[src/hdl/acsp_pkg.sv]
package acsp_pkg;

  // Result status codes
  localparam logic [1:0] ST_NO_OK   = 2'd0;
  localparam logic [1:0] ST_BAD     = 2'd1;
  localparam logic [1:0] ST_NO_CALL = 2'd2;
  localparam logic [1:0] ST_PARSED  = 2'd3;

  // Characters of the call line prefix
  localparam int unsigned PREFIX_LEN = 9;
  localparam int unsigned IDX_W      = $clog2(PREFIX_LEN + 1);

  // Result of one character step, parser to top level
  typedef struct packed {
    logic       fire;
    logic [1:0] status;
    logic       active;
  } acsp_res_t;

  function automatic logic [7:0] prefix_char(input logic [IDX_W-1:0] idx);
    logic [7:0] c;
    case (idx)
      4'd0:    c = "+";
      4'd1:    c = "M";
      4'd2:    c = "I";
      4'd3:    c = "P";
      4'd4:    c = "C";
      4'd5:    c = "A";
      4'd6:    c = "L";
      4'd7:    c = "L";
      4'd8:    c = ":";
      default: c = 8'h00;
    endcase
    return c;
  endfunction

endpackage

[src/hdl/acsp_parse.sv]
module acsp_parse (
  input  logic              clk,
  input  logic              rst,
  input  logic              step,
  input  logic [7:0]        ch,
  output acsp_pkg::acsp_res_t res
);
  import acsp_pkg::*;

  // Line parser phases
  localparam logic [3:0] PH_START    = 4'd0;
  localparam logic [3:0] PH_O        = 4'd1;
  localparam logic [3:0] PH_OK       = 4'd2;
  localparam logic [3:0] PH_PREFIX   = 4'd3;
  localparam logic [3:0] PH_CID_PRE  = 4'd4;
  localparam logic [3:0] PH_CID      = 4'd5;
  localparam logic [3:0] PH_CID_POST = 4'd6;
  localparam logic [3:0] PH_ST_PRE   = 4'd7;
  localparam logic [3:0] PH_ST       = 4'd8;
  localparam logic [3:0] PH_ST_POST  = 4'd9;
  localparam logic [3:0] PH_SKIP     = 4'd10;

  // Call line outcome codes
  localparam logic [1:0] OUT_NONE = 2'd0;
  localparam logic [1:0] OUT_BAD  = 2'd1;
  localparam logic [1:0] OUT_GOOD = 2'd2;

  logic [3:0]       parse_phase, parse_phase_next;
  logic [IDX_W-1:0] match_index, match_index_next;
  logic             ok_line_seen, ok_line_seen_next;
  logic [1:0]       call_outcome, call_outcome_next;
  logic [1:0]       call_state_clamped, call_state_clamped_next;
  logic             call_active_flag, call_active_flag_next;

  logic       blank, digit, eol, eor;
  logic [7:0] dval;
  logic [1:0] dsat;

  assign blank = (ch == 8'h20) || (ch == 8'h09);
  assign digit = (ch >= "0") && (ch <= "9");
  assign eol   = (ch == 8'h0d) || (ch == 8'h0a);
  assign eor   = (ch == 8'h00);
  assign dval  = ch - "0";
  assign dsat  = (dval > 8'd2) ? 2'd2 : dval[1:0];

  // Next state for one character
  always_comb begin
    logic fin, bad;
    parse_phase_next        = parse_phase;
    match_index_next        = match_index;
    ok_line_seen_next       = ok_line_seen;
    call_outcome_next       = call_outcome;
    call_state_clamped_next = call_state_clamped;
    call_active_flag_next   = call_active_flag;
    fin = 1'b0;
    bad = 1'b0;

    if (eol || eor) begin
      // line end: settle the line that was open
      case (parse_phase)
        PH_OK: ok_line_seen_next = 1'b1;
        PH_CID_PRE, PH_CID, PH_CID_POST, PH_ST_PRE: bad = 1'b1;
        PH_ST, PH_ST_POST: fin = 1'b1;
        default: ;
      endcase
    end else begin
      case (parse_phase)
        PH_START: begin
          if (!blank) begin
            if (ch == "O") begin
              parse_phase_next = PH_O;
            end else if (ch == "+" && call_outcome == OUT_NONE) begin
              parse_phase_next = PH_PREFIX;
              match_index_next = IDX_W'(1);
            end else begin
              parse_phase_next = PH_SKIP;
            end
          end
        end
        PH_O: parse_phase_next = (ch == "K") ? PH_OK : PH_SKIP;
        PH_OK: if (!blank) parse_phase_next = PH_SKIP;
        PH_PREFIX: begin
          if (match_index < IDX_W'(PREFIX_LEN) && ch == prefix_char(match_index)) begin
            match_index_next = match_index + IDX_W'(1);
            if (match_index_next == IDX_W'(PREFIX_LEN)) parse_phase_next = PH_CID_PRE;
          end else begin
            parse_phase_next = PH_SKIP;
          end
        end
        PH_CID_PRE: begin
          if (!blank) begin
            if (digit) parse_phase_next = PH_CID;
            else bad = 1'b1;
          end
        end
        PH_CID: begin
          if (!digit) begin
            if (blank) parse_phase_next = PH_CID_POST;
            else if (ch == ",") parse_phase_next = PH_ST_PRE;
            else bad = 1'b1;
          end
        end
        PH_CID_POST: begin
          if (!blank) begin
            if (ch == ",") parse_phase_next = PH_ST_PRE;
            else bad = 1'b1;
          end
        end
        PH_ST_PRE: begin
          if (!blank) begin
            if (digit) begin
              call_state_clamped_next = dsat;
              parse_phase_next        = PH_ST;
            end else begin
              bad = 1'b1;
            end
          end
        end
        PH_ST: begin
          if (digit) begin
            // saturate: a second digit after a non-zero one means > 1
            call_state_clamped_next = (call_state_clamped >= 2'd1) ? 2'd2 : dsat;
          end else if (blank) begin
            parse_phase_next = PH_ST_POST;
          end else if (ch == ",") begin
            fin = 1'b1;
          end else begin
            bad = 1'b1;
          end
        end
        PH_ST_POST: begin
          if (!blank) begin
            if (ch == ",") fin = 1'b1;
            else bad = 1'b1;
          end
        end
        default: parse_phase_next = PH_SKIP;
      endcase
    end

    // close the call line
    if (bad) begin
      call_outcome_next = OUT_BAD;
      parse_phase_next  = PH_SKIP;
    end else if (fin) begin
      if (call_state_clamped_next > 2'd1) begin
        call_outcome_next = OUT_BAD;
      end else begin
        call_outcome_next     = OUT_GOOD;
        call_active_flag_next = (call_state_clamped_next == 2'd1);
      end
      parse_phase_next = PH_SKIP;
    end

    if (eol || eor) begin
      parse_phase_next = PH_START;
      match_index_next = '0;
    end
  end

  // Result for a terminating character
  always_comb begin
    res.fire   = step && eor;
    res.active = 1'b0;
    if (!ok_line_seen_next) begin
      res.status = ST_NO_OK;
    end else if (call_outcome_next == OUT_BAD) begin
      res.status = ST_BAD;
    end else if (call_outcome_next == OUT_NONE) begin
      res.status = ST_NO_CALL;
    end else begin
      res.status = ST_PARSED;
      res.active = call_active_flag_next;
    end
  end

  // State registers; a terminating character starts a fresh response
  always_ff @(posedge clk) begin
    if (rst || (step && eor)) begin
      parse_phase        <= PH_START;
      match_index        <= '0;
      ok_line_seen       <= 1'b0;
      call_outcome       <= OUT_NONE;
      call_state_clamped <= 2'd0;
      call_active_flag   <= 1'b0;
    end else if (step) begin
      parse_phase        <= parse_phase_next;
      match_index        <= match_index_next;
      ok_line_seen       <= ok_line_seen_next;
      call_outcome       <= call_outcome_next;
      call_state_clamped <= call_state_clamped_next;
      call_active_flag   <= call_active_flag_next;
    end
  end

endmodule

[src/hdl/at_call_status_parser.sv]
// Call status parser for modem text responses.
//
// Input channel (ch_valid / ch_ready / ch) carries one response character
// per request. CR and LF end a line; a zero character ends the response
// and is the only character that produces a result.
// Output channel (res_valid / res_ready / status / active) carries one
// result per response: status 0 no OK line, 1 malformed call line,
// 2 no call line, 3 parsed; active is 1 only for status 3 with state 1.
//
// Throughput: one character per cycle, save where a zero character waits as
// described below. A character sits in the input register and is parsed on
// its way into the result register, which shows the result of a zero character.
// The per-character parser state update is the only loop.
// When the receiver stalls, the result register holds; the input register
// still takes characters that yield no result, and only a second zero
// character waits until the pending result is taken.
// Reset (rst, synchronous) empties both registers and returns the parser
// to the start of a fresh response.
module at_call_status_parser (
  input  logic       clk,
  input  logic       rst,
  input  logic       ch_valid,
  output logic       ch_ready,
  input  logic [7:0] ch,
  output logic       res_valid,
  input  logic       res_ready,
  output logic [1:0] status,
  output logic       active
);
  import acsp_pkg::*;

  logic       ch_held;
  logic [7:0] ch_reg;
  logic       advance;
  logic       eor_held;
  acsp_res_t  res;

  // A held character moves on unless it yields a result with nowhere to go
  assign eor_held = (ch_reg == 8'h00);
  assign advance  = ch_held && (!eor_held || !res_valid || res_ready);
  assign ch_ready = !ch_held || advance;

  // Input register
  always_ff @(posedge clk) begin
    if (rst) begin
      ch_held <= 1'b0;
    end else if (ch_ready) begin
      ch_held <= ch_valid;
    end
  end

  always_ff @(posedge clk) begin
    if (ch_ready && ch_valid) ch_reg <= ch;
  end

  acsp_parse u_parse (
    .clk  (clk),
    .rst  (rst),
    .step (advance),
    .ch   (ch_reg),
    .res  (res)
  );

  // Result register
  always_ff @(posedge clk) begin
    if (rst) begin
      res_valid <= 1'b0;
    end else if (res.fire) begin
      res_valid <= 1'b1;
    end else if (res_ready) begin
      res_valid <= 1'b0;
    end
  end

  always_ff @(posedge clk) begin
    if (res.fire) begin
      status <= res.status;
      active <= res.active;
    end
  end

endmodule

[config.mk]
export PLATFORM = sky130hd
export DESIGN_NAME = at_call_status_parser
export DESIGN_NICKNAME = d
export VERILOG_FILES = /design/src/hdl/acsp_pkg.sv /design/src/hdl/acsp_parse.sv /design/src/hdl/at_call_status_parser.sv
export SDC_FILE = /design/constraint.sdc
export NUM_CORES = 1
export LEC_CHECK = 0
export BUFFER_PORTS_ARGS = -buffer_cell sky130_fd_sc_hd__buf_2
export CAP_MARGIN = 40
export CORE_AREA = 8 8 96 98
export CTS_BUF_LIST = sky130_fd_sc_hd__clkbuf_8
export DETAILED_ROUTE_END_ITERATION = 10
export DIE_AREA = 0 0 104 106
export MAX_ROUTING_LAYER = met4
export SYNTH_ARGS = -nofsm -noshare
export SYNTH_HDL_FRONTEND = slang
export SYNTH_SLANG_ARGS = --single-unit
[constraint.sdc]
create_clock -name clk -period 2.4 [get_ports clk]
set_input_delay 0.24 -clock clk [delete_from_list [all_inputs] [get_ports clk]]
set_output_delay 0.24 -clock clk [all_outputs]
set_load 0.01 [all_outputs]
==> results of run 1 <==
==> worst paths after layout <==
check                              start  slack (ns)              endpoint  cells past startpoint
setup / recovery  u_parse.parse_phase[2]       -0.13             flip-flop                      7
hold / removal                     ch[5]        0.12             ch_reg[5]                      1
setup reg to reg  u_parse.parse_phase[2]       -0.13             flip-flop                      7
hold reg to reg     u_parse.ok_line_seen        0.50  u_parse.ok_line_seen                      2
==> power groups by stage <==
stage,registers [mW],clock network (mW),logic (mW)
CTS,0.637,0.450,0.278
detailed placement,0.650,0,0.249
global route,0.640,0.479,0.347
finish,0.637,0.445,0.322
global placement,0.648,0,0.249
floorplan,0.641,0,0.154
==> cell type report <==
| type | count | area [sq um] |
|---|---|---|
| multi-input cells | 196 | 1570 |
| clock inverters | 2 | 7.51 |
| flip-flops and latches | 34 | 791 |
| clock buffers | 6 | 82.6 |
| fillers | 802 | 4580 |
| well taps | 105 | 131 |
| repair buffers | 89 | 651 |
| inverters | 10 | 37.5 |
==> kinds of logic after synthesis <==
family | synth area share [%]
mux | 2.69
buf+inv | 4.92
compound gates | 24.0
xor+xnor | 3.92
flops | 35.4
fa+ha+maj | 1.12
simple gates | 28.0
==> timing repair <==
action	in CTS	in global routing
resized for setup	13	34
endpoints found under the setup margin	17	20
buffers inserted	12	4
pin swaps	15	9
==> stage by stage <==
stage               std cells  cell area [sq um]
floorplan                 255               2240
global placement          418               2800
detailed placement        418               2800
CTS                       438               3050
global route              442               3270
finish                    442               3270
==> worst max-delay path: stages, from the launching register on <==
cell	delay, ns
dfxtp_1	0.42
or4_1	0.60
nor4_4	0.34
o31ai_4	0.13
a21oi_1	0.29
a2bb2oi_4	0.30
o22ai_1	0.15
a211oi_2	0.21
==> metal layers <==
metal	track usage, %	vias to the layer above	part of all wire, %
met2	19.4	56	49
li1	-	1115	-
met5	-	-	0
met1	14.1	1069	44
met3	2.24	14	4.4
met4	4.86	0	2.4
==> cell usage in the layout (no fill, tap or decap), types with 4 or more instances in the layout <==
master | synthesis | final
nand2b_1 | 6 | 6
mux2i_1 | 6 | 6
a21oi_2 | 1 | 4
a21oi_1 | 19 | 16
inv_1 | 9 | 11
edfxtp_1 | 11 | 11
buf_4 | 0 | 67
and2_1 | 6 | 6
nor2_1 | 23 | 22
o21ai_0 | 5 | 4
a211oi_2 | 1 | 5
xor2_1 | 7 | 7
nor3_1 | 10 | 8
buf_6 | 1 | 6
nand3_1 | 9 | 9
or2_2 | 4 | 4
buf_2 | 7 | 16
clkbuf_8 | 0 | 6
nand2_1 | 15 | 14
dfxtp_1 | 23 | 23
==> reports/qor.txt, run 1 <==
routed len/inst -> 14.7 um
Post-Place Setup Slack -> -0.157 ns
Design Power -> 1.40 mW
Final ANT Viol Nets -> 0
Placer Congestion -> 0.902
htree depth -> 2
initial antenna violation count -> 0
Residual DRC -> 0
commonest cells in the netlist -> dfxtp_1 (23), nor2_1 (23), a21oi_1 (19)
Synth area leader -> dfxtp_1
Yosys reg bits -> 34
Clock Latency Late Sink -> 0.29 ns
clock skew -> 0.00578 ns
Slew headroom -> 62.4%
final core occ -> 41.7%
Max Fclk -> 0.395 GHz
outcome -> finished, violations left
# clock sinks -> 34
failing checks -> setup timing
root buf cell -> clkbuf_8
gr ovfl total -> 0
Syn Std Cell Area -> 2240 sq um
Hold WS -> 0.121 ns
Hold Vio Cnt, Final -> 0
CP Data Required Time -> 2.61 ns
Synth area leaders -> dfxtp_1 (21%), edfxtp_1 (15%), a21oi_1 (4.3%), nor2_1 (3.9%), xor2_1 (2.7%)
Hold WC Path Type -> in2reg
fin worst setup slack -> -0.130 ns
CP Class -> reg2reg
Synth-to-Final Area Change -> 46.2%
Die H -> 106 um
DIE WIDTH -> 104 um
I/O pin count -> 17
final WL -> 6.52 mm
syn nets -> 269
detailed placement HPWL -> 4.69 mm
CTS buffer count -> 5
Mapped Cells -> 255
Synth Area per Inst -> 8.77 sq um
min Tclk post-route -> 2.53 ns
hold-fix buffer count after cts -> 0
post-synth top area share -> 20.6%
gr usage total -> 11.8%
Final period util -> 105%
TNS Setup -> -0.722 ns
Setup crit end kind -> flip-flop
largest net degree at the start of global routing -> 18
Sw Share -> 28.8%
Slew Viols, Final -> 0
Seq/Total Area, Yosys -> 35.4%
maxcap violations -> 0
synth warn -> 0
number of global-route vias before repair -> 2125
IO Port Bufs -> 16
DRT iter0 DRCs -> 137
CTS max path bufs -> 2
Int Power -> 1000 uW
Seq pwr share -> 45.4%
CP startpoint kind -> flip-flop
Initial Util -> 28.5%
ys flop type -> dfxtp_1
num rows -> 33
first-pass GRT wire length -> 10.3 mm
layout cell share with drive strength beyond 1 -> 43.0%
NetSw -> 404 uW
clock slew at reported path FFs -> 0.07 ns
final net count -> 350
worst vdd ir -> 0.000279 V
Slew @ Worst Pin -> 0.560 ns
Clock Power Share -> 31.7%
die area -> 11000 sq um
Async SR Flop Fraction -> 0%
PwrDens -> 430 nW/um^2
EDFF count, synth -> 11
DR vias -> 2254
endpoints failing setup -> 10
vias per cell -> 5.10
worst-path maximum fanout -> 10
RSZ-0062 raised after global routing -> true
power share of the combinational group -> 22.9%
diode count -> 0
Leak -> 1.29 nW
CTS tree -> done
Synth cell types -> 66
drt pass-1 iters -> 4
WP data arrival -> 2.74 ns
Core Area -> 7850 sq um
No activity file was read; power rests on OpenSTA's default activity.
==> run 2, diff against run 1 <==
--- a/config.mk
+++ b/config.mk
@@ -7,10 +7,10 @@
 export LEC_CHECK = 0
 export BUFFER_PORTS_ARGS = -buffer_cell sky130_fd_sc_hd__buf_2
 export CAP_MARGIN = 40
-export CORE_AREA = 8 8 96 98
+export CORE_AREA = 8 8 79 81
 export CTS_BUF_LIST = sky130_fd_sc_hd__clkbuf_8
 export DETAILED_ROUTE_END_ITERATION = 10
-export DIE_AREA = 0 0 104 106
+export DIE_AREA = 0 0 87 89
 export MAX_ROUTING_LAYER = met4
 export SYNTH_ARGS = -nofsm -noshare
 export SYNTH_HDL_FRONTEND = slang
==> reports/qor.txt, run 2 (synthesized netlist as in run 1, its figures left out) <==
Met2 Wirelength -> 3.20 mm
Core Area -> 4980 sq um
CP Cell Sequence -> or4b_4, buf_6, o32ai_4, a21oi_2, o221ai_2, o21a_1, buf_6, a32oi_2, nor2_1
CTS max path bufs -> 2
DRT iter0 DRCs -> 200
Synth-to-Final Area Change -> 45.4%
Slew @ Worst Pin -> 0.533 ns
fin worst setup slack -> -0.0507 ns
Slew headroom -> 64.0%
most frequent cells in the layout -> buf_4 (65), dfxtp_1 (23), nor2_1 (21)
min Tclk post-route -> 2.45 ns
Placer Congestion -> 0.901
layout cell share with drive strength beyond 1 -> 42.7%
worst-path maximum fanout -> 5
worst vdd ir -> 0.000426 V
drt pass-1 iters -> 4
detailed placement HPWL -> 4.42 mm
CTS tree -> done
I/O pin count -> 17
first-pass GRT wire length -> 9.63 mm
Final period util -> 102%
Hold WS -> 0.123 ns
failing checks -> setup timing
CP Data Required Time -> 2.55 ns
Initial Util -> 44.9%
hold-fix buffer count after cts -> 0
critical path's largest stage delay -> 0.63 ns
cell count after placement -> 378
Setup crit end kind -> flip-flop
routed len/inst -> 15.7 um
Hold WC Path Type -> in2reg
initial antenna violation count -> 0
endpoints failing setup -> 6
clock slew at reported path FFs -> 0.08 ns
num rows -> 26
TNS Setup -> -0.207 ns
max layer used -> met4
maxcap violations -> 0
root buf cell -> clkbuf_8
PwrDens -> 455 nW/um^2
fin cells -> 407
die area -> 7740 sq um
diode count -> 0
gr ovfl total -> 0
Slew Viols, Final -> 0
most used cell, CP -> buf_6
CP Class -> reg2reg
clock skew -> 0.00963 ns
Routed met1 length -> 2.84 mm
gr usage total -> 16.4%
Residual DRC -> 0
final net count -> 350
commonest non-fill, non-tap cell in the layout -> buf_4
Clock Latency Late Sink -> 0.29 ns
# clock sinks -> 34
final core occ -> 65.3%
Hold Vio Cnt, Final -> 0
Critical-path top delay cell -> or4b_4
DIE WIDTH -> 87 um
final instance area -> 3250 sq um
final WL -> 6.39 mm
outcome -> finished, violations left
CTS buffer count -> 5
DR vias -> 2244
CP startpoint kind -> flip-flop
Final ANT Viol Nets -> 0
Die H -> 89 um
IO Port Bufs -> 16
largest net degree at the start of global routing -> 18
Leak -> 1.29 nW
DP Area -> 2730 sq um
Max Fclk -> 0.408 GHz
htree depth -> 2
number of global-route vias before repair -> 2064
RSZ-0062 raised after global routing -> true
met3 routed WL -> 262 um
vias per cell -> 5.51
WP data arrival -> 2.61 ns
run 2: changes by cell type in the layout (fill, tap and decap cells not counted), moves of 2 or more:
cell / previous run / this run
a21oi_1: 16 / 12
buf_4: 67 / 65
nor3_2: 3 / 1
a21oi_2: 4 / 8
o21ai_1: 0 / 2
run 2: where the power goes:
part,internal [mW],switching (mW)
Combinational,0.161,0.161
Clock,0.303,0.218
Sequential,0.613,0.0246
Total,1.08,0.404
run 2: critical path: cells and delay by family, from the launching register on:
| kind | cells | cell delay (ns) |
|---|---|---|
| AO/OA/AOI/OAI | 5 | 0.85 |
| AND/OR/NAND/NOR | 2 | 0.73 |
| flip-flops | 1 | 0.44 |
| buffers and inverters | 2 | 0.30 |
run 2: worst paths after layout:
check / from / to / slack (ns) / cells after the start
setup reg to reg: ch_reg[6] / active / -0.05 / 9
setup / recovery: ch_reg[6] / active / -0.05 / 9
hold / removal: ch[3] / ch_reg[3] / 0.12 / 1
hold reg to reg: u_parse.ok_line_seen / u_parse.ok_line_seen / 0.51 / 2
run 2: metrics by stage:
step,setup WS (ns),power [mW]
after CTS,-0.00277,1.43
after global placement,-0.0902,0.892
final,-0.0507,1.48
after floorplan,0.00519,0.795
after detailed placement,-0.115,0.893
after global routing,-0.148,1.54
run 2: layout make-up:
cell class,instances,area [sq um]
Multi-Input combinational cell,196,1560
Inverter,10,37.5
Clock inverter,3,37.5
Fill cell,393,1730
Clock buffer,5,68.8
Timing Repair Buffer,89,667
Tap cell,70,87.6
Sequential cell,34,791
run 2: what timing repair did:
action | 4_1_cts | 5_1_grt
endpoints found under the setup margin | 16 | 18
pin swaps | 5 | 16
resized for setup | 6 | 43
buffers inserted | 9 | 13
run 2: per-layer routing:
metal | up-vias | track usage (%)
li1 | 1124 | -
met1 | 1058 | 19.5
met2 | 52 | 27.1
met3 | 10 | 3.40
met4 | 0 | 5.48
met5 | - | -
